===== src/sv/gbvt_pkg.sv =====
`timescale 1ns / 1ps
// Shared types and constants for the gyroid band voxel test.
package gbvt_pkg;

    localparam int FREQ_W    = 12;
    localparam int FREQ_FRAC = 8;
    localparam int IDX_W     = 8;
    localparam int LEVEL_W   = 15;
    localparam int THICK_W   = 14;
    localparam int VALUE_W   = 15;
    localparam int ROM_W     = 13;
    localparam int TRIG_W    = 14;
    localparam int PROD_W    = 27;
    localparam int SUM_W     = 28;
    localparam int FRAC_W    = 12;
    localparam int CMP_W     = 18;
    localparam int PADDR_W   = 5;
    localparam int PDATA_W   = 32;
    localparam int REG_IDX_W = 3;

    localparam int STAGES  = 7;
    localparam int ST_PH0  = 0;
    localparam int ST_PH1  = 1;
    localparam int ST_PH2  = 2;
    localparam int ST_TRIG = 3;
    localparam int ST_MUL  = 4;
    localparam int ST_SUM  = 5;
    localparam int ST_OUT  = 6;

    localparam logic [FREQ_W-1:0]         FREQ_RESET  = 12'd256;
    localparam logic signed [LEVEL_W-1:0] LEVEL_RESET = 15'sd0;
    localparam logic [THICK_W-1:0]        THICK_RESET = 14'd2048;

    typedef enum logic [REG_IDX_W-1:0] {
        REG_FREQ_X,
        REG_FREQ_Y,
        REG_FREQ_Z,
        REG_LEVEL,
        REG_THICKNESS
    } t_reg_idx;

    typedef struct packed {
        logic [FREQ_W-1:0]         freq_x;
        logic [FREQ_W-1:0]         freq_y;
        logic [FREQ_W-1:0]         freq_z;
        logic signed [LEVEL_W-1:0] level;
        logic [THICK_W-1:0]        thickness;
    } t_cfg;

    typedef struct packed {
        logic [STAGES-1:0] adv;
    } t_pipe_ctl;

endpackage


===== src/sv/gbvt_eval.sv =====
`timescale 1ns / 1ps
// Surface sum, rounding to Q2.12 and strict band test over three stages.
module gbvt_eval (
    input  logic                                 i_clk,
    input  gbvt_pkg::t_pipe_ctl                  i_ctl,
    input  gbvt_pkg::t_cfg                       i_cfg,
    input  logic signed [gbvt_pkg::TRIG_W-1:0]   i_sx,
    input  logic signed [gbvt_pkg::TRIG_W-1:0]   i_cx,
    input  logic signed [gbvt_pkg::TRIG_W-1:0]   i_sy,
    input  logic signed [gbvt_pkg::TRIG_W-1:0]   i_cy,
    input  logic signed [gbvt_pkg::TRIG_W-1:0]   i_sz,
    input  logic signed [gbvt_pkg::TRIG_W-1:0]   i_cz,
    output logic                                 o_inside,
    output logic signed [gbvt_pkg::VALUE_W-1:0]  o_value
);
    import gbvt_pkg::*;

    logic signed [PROD_W-1:0]  r_p0;
    logic signed [PROD_W-1:0]  r_p1;
    logic signed [PROD_W-1:0]  r_p2;
    logic signed [VALUE_W-1:0] r_f;
    logic                      r_inside;
    logic signed [VALUE_W-1:0] r_value;

    logic signed [SUM_W-1:0]   w_sum;
    logic signed [SUM_W-1:0]   w_rnd;
    logic signed [CMP_W-1:0]   w_two_f;
    logic signed [CMP_W-1:0]   w_lvl2;
    logic signed [CMP_W-1:0]   w_thk;
    logic signed [CMP_W-1:0]   w_low;
    logic signed [CMP_W-1:0]   w_high;

    assign w_sum   = SUM_W'(r_p0) + SUM_W'(r_p1) + SUM_W'(r_p2);
    assign w_rnd   = w_sum + SUM_W'(2048);
    assign w_two_f = CMP_W'(signed'({r_f, 1'b0}));
    assign w_lvl2  = CMP_W'(signed'({i_cfg.level, 1'b0}));
    assign w_thk   = signed'(CMP_W'(i_cfg.thickness));
    assign w_low   = w_lvl2 - w_thk;
    assign w_high  = w_lvl2 + w_thk;

    assign o_inside = r_inside;
    assign o_value  = r_value;

    always_ff @(posedge i_clk) begin
        if (i_ctl.adv[ST_MUL]) begin
            r_p0 <= PROD_W'(i_sx * i_cy);
            r_p1 <= PROD_W'(i_sy * i_cz);
            r_p2 <= PROD_W'(i_sz * i_cx);
        end
        if (i_ctl.adv[ST_SUM]) begin
            // floor of (sum + half) / 4096
            r_f <= signed'(w_rnd[FRAC_W+VALUE_W-1:FRAC_W]);
        end
        if (i_ctl.adv[ST_OUT]) begin
            r_inside <= (w_two_f > w_low) && (w_two_f < w_high);
            r_value  <= r_f;
        end
    end

endmodule


===== config.mk =====
export PLATFORM = sky130hd
export DESIGN_NAME = gbvt_eval
export DESIGN_NICKNAME = d
export VERILOG_FILES = /design/src/sv/gbvt_pkg.sv /design/src/sv/gbvt_eval.sv
export SDC_FILE = /design/constraint.sdc
export NUM_CORES = 2
export LEC_CHECK = 0
export CORE_ASPECT_RATIO = 0.5
export CORE_MARGIN = 5
export CORE_UTILIZATION = 56
export DETAILED_ROUTE_END_ITERATION = 7
export DONT_BUFFER_PORTS = 1
export GPL_TIMING_DRIVEN = 0
export HOLD_SLACK_MARGIN = 0.06
export PLACE_DENSITY = 0.74
export SLEW_MARGIN = 20
export SYNTH_ARGS = -nofsm -noshare
export SYNTH_HDL_FRONTEND = slang
export SYNTH_SLANG_ARGS = --single-unit

===== constraint.sdc =====
create_clock -name i_clk -period 7.25 [get_ports i_clk]
set_input_delay 1.45 -clock i_clk [delete_from_list [all_inputs] [get_ports i_clk]]
set_output_delay 1.45 -clock i_clk [all_outputs]
set_load 0.1 [all_outputs]

==> run summary <==
status - complete, no violations
Remaining DRCs - 0
Final GP Congestion - 0.902
share of cells above drive strength 1 - 3.12%
grt met3 use - 3.67%
Vias - 19.6k
max-cap violations - 0
Cell Area, Placed - 29600 µm²
post-synth top area cell - fa_1
Detailed Route Iter0 Violations - 1098
detailed-route wire length - 62.3 mm
Global Route Usage Sum - 23.6%
CP required - 7.36 ns
Post-Synthesis Cell Area - 28700 µm²
final period utilization - 97.0%
R2R depth - 13
grt met2 use - 40.1%
largest net degree at the start of global routing - 82
HP Class - reg2reg
CORE AREA - 50500 µm²
GR peak layer - met2
Wirelength per Cell - 17.0 µm
worst-path maximum fanout - 10
hold-critical path depth - 0
CP cell instances - clkbuf_2 -> and2_1 -> fa_1 -> inv_1 -> fa_1 -> inv_1 -> fa_1 -> fa_1 -> fa_1 -> inv_1 -> fa_1 -> inv_1 -> ha_1 -> a21o_1 -> a21o_1 -> nand2_1 -> o31ai_1 -> o41a_1 -> a31o_1 -> nand4_1 -> nand4b_1 -> a21oi_2 -> xnor2_1
Clock Path Buffers - 2
die width - 330 µm
Crit Path Category - in2reg
Starting Density - 56.9%
Synth area leaders - fa_1, ha_1, edfxtp_1, inv_1, and2_1
R2R setup slack - 3.33 ns
Nets - 4028
top cell type's share of synthesized area - 41.6%
CP startpoint kind - input pin
port bufs - 0
Cell variety after synth - 55
GRT overflow - 0
root buf cell - clkbuf_16
CTS Hold Bufs - 0
Clock Latency Late Sink - 0.37 ns
Worst-path clk slew - 0.08 ns
initial antenna violation count - 1
crit path DAT - 7.14 ns
clk_skew - 0.0126 ns
fraction of registers with async set/reset - 0%
vias in the first global route - 21.3k
EDFF count, synth - 112
sequential fraction of the synthesis area - 11.7%
area grow syn2layout - 4.63%
worst slew pin tran - 0.913 ns
# rows - 58
Slowest-stage cell, CP - fa_1
cts bufs inserted - 9
Fin. Hold Viols - 0
top-count cell post-synth - inv_1
drt first pass iters - 5
FF-to-FF End - r_f[14]$_DFFE_PP_
first-pass GRT wire length - 106 mm
YS warnings - 0
DPL Wire Length - 54.6 mm
Hold EP - o_value[0]$_DFFE_PP_
full die area - 56200 µm²
Max Transition Viols Final - 0
Mapped Avg Cell Area - 9.72 µm²
Ant. Diodes - 0
Routed Antenna Nets - 0
CTS tree - done
met1 usage - 32.3%
HP Start - r_f[0]$_DFFE_PP_
CTS Sinks - 112
design area - 30100 µm²
Crit path largest cell delay - 0.53 ns
H-Tree Depth - 3
Slew HR - 39.3%
Setup-failing EPs final - 0
Top cell by count, worst path - fa_1
FMAX - 142 MHz
IO Pins - 173
drt via density - 5.34
Critical Path Sink Type - flip-flop
Mapped Cells - 2957
min cycle time layout - 7.03 ns
synth cell count leaders - inv_1, fa_1, ha_1
Die Y - 170 µm
Syn Nets - 4012
#FFs+latches synth - 112
worst r2r src - r_p0[8]$_DFFE_PP_
Top FF cell, synth - edfxtp_1
[routing by layer]
| layer | wire, µm | part of all wire (%) | up-vias |
|---|---|---|---|
| met1 | 26700 | 43 | 9944 |
| met2 | 30100 | 48 | 579 |
| met4 | 1500 | 2.4 | 0 |
| li1 | - | - | 8979 |
| met5 | 0 | 0 | - |
| met3 | 3980 | 6.4 | 103 |
[worst max path at each step]
stage	start	to	slack [ns]	depth (start not counted)
after global routing	i_sy[13]	r_p1[26]$_DFFE_PP_	-0.03	22
after detailed placement	i_sy[13]	r_p1[26]$_DFFE_PP_	-0.73	22
final	i_sx[8]	r_p0[26]$_DFFE_PP_	0.22	23
after floorplan	i_sx[13]	r_p0[25]$_DFFE_PP_	0.06	22
after CTS	i_cy[4]	r_p0[25]$_DFFE_PP_	0.05	22
after global placement	i_sy[13]	r_p1[26]$_DFFE_PP_	-0.63	22
[sequential cells by signal, indices dropped and copies added, names as in the netlist]
register	cells
o_inside	1
o_value	15
r_f	15
r_p0	27
r_p1	27
r_p2	27
[cells by family after synthesis]
family	synth area share, %
compound gates	5.53
simple gates	13.6
fa+ha+maj	54.7
mux	0.0740
buf+inv	10.2
xor+xnor	4.21
flops	11.7
[stage by stage]
step / util, % / setup slack [ns] / cells / hold slack (ns) / TNS [ns]
final: 59.5 / 0.217 / 3668 / 0.534 / 0
after global routing: 59.5 / -0.0271 / 3668 / 0.543 / -0.0271
after CTS: 59.2 / 0.0451 / 3663 / 0.537 / 0
after detailed placement: 58.6 / -0.732 / 3647 / 0.519 / -4.46
after global placement: 58.6 / -0.627 / 3647 / 0.523 / -3.47
after floorplan: - / 0.0630 / 2957 / 0.464 / 0
[worst max-delay path: cells and delay by family]
kind / cells / cell delay (ns)
adders and majority gates: 7 / 3.40
AOI/OAI and AO/OA: 6 / 1.28
and+or+nand+nor: 4 / 0.50
buffers and inverters: 5 / 0.41
xor gates and xnor gates: 1 / 0.10
[cell type report]
cell class                      instances  area (µm²)
Multi-Input combinational cell       2067       22500
Fill cell                            4297       20400
Sequential cell                       112        3360
Inverter                              692        2600
Tap cell                              690         863
Buffer                                 84         383
Clock buffer                            9         225
Clock inverter                          7        75.1
Timing Repair Buffer                    7        52.6
[cell usage in the layout (no fill, tap or decap), drive strengths merged, types with 4 or more instances in the layout]
master  synthesis  final
clkinv          3      6
xnor2         109    109
xor2           29     29
nor2b          19     19
o21a           23     23
or2             4      4
buf             1      8
a21oi          82     82
o31ai           8      8
a21o           40     40
nand2b         23     23
nor2           84     84
nor3           24     24
a31o            4      4
o21ai          37     37
a31oi           6      6
a211oi          4      4
and3            9      9
clkbuf         85     92
edfxtp        112    112
fa            597    597
nand4           8      8
ha            301    301
o211ai          4      4
nand2         299    299
and2          285    285
o21bai         14     14
inv           689    691
nand3          17     17
[timing repair]
action                     4_1_cts  5_1_grt
gates resized for setup         12       93
pin swaps                        0        4
setup endpoints to repair        5       12
setup buffers                    0        7
Power is left out: the tool's default activity adds up to more than one toggle a clock period on the data nets, which glitch-free logic cannot reach.
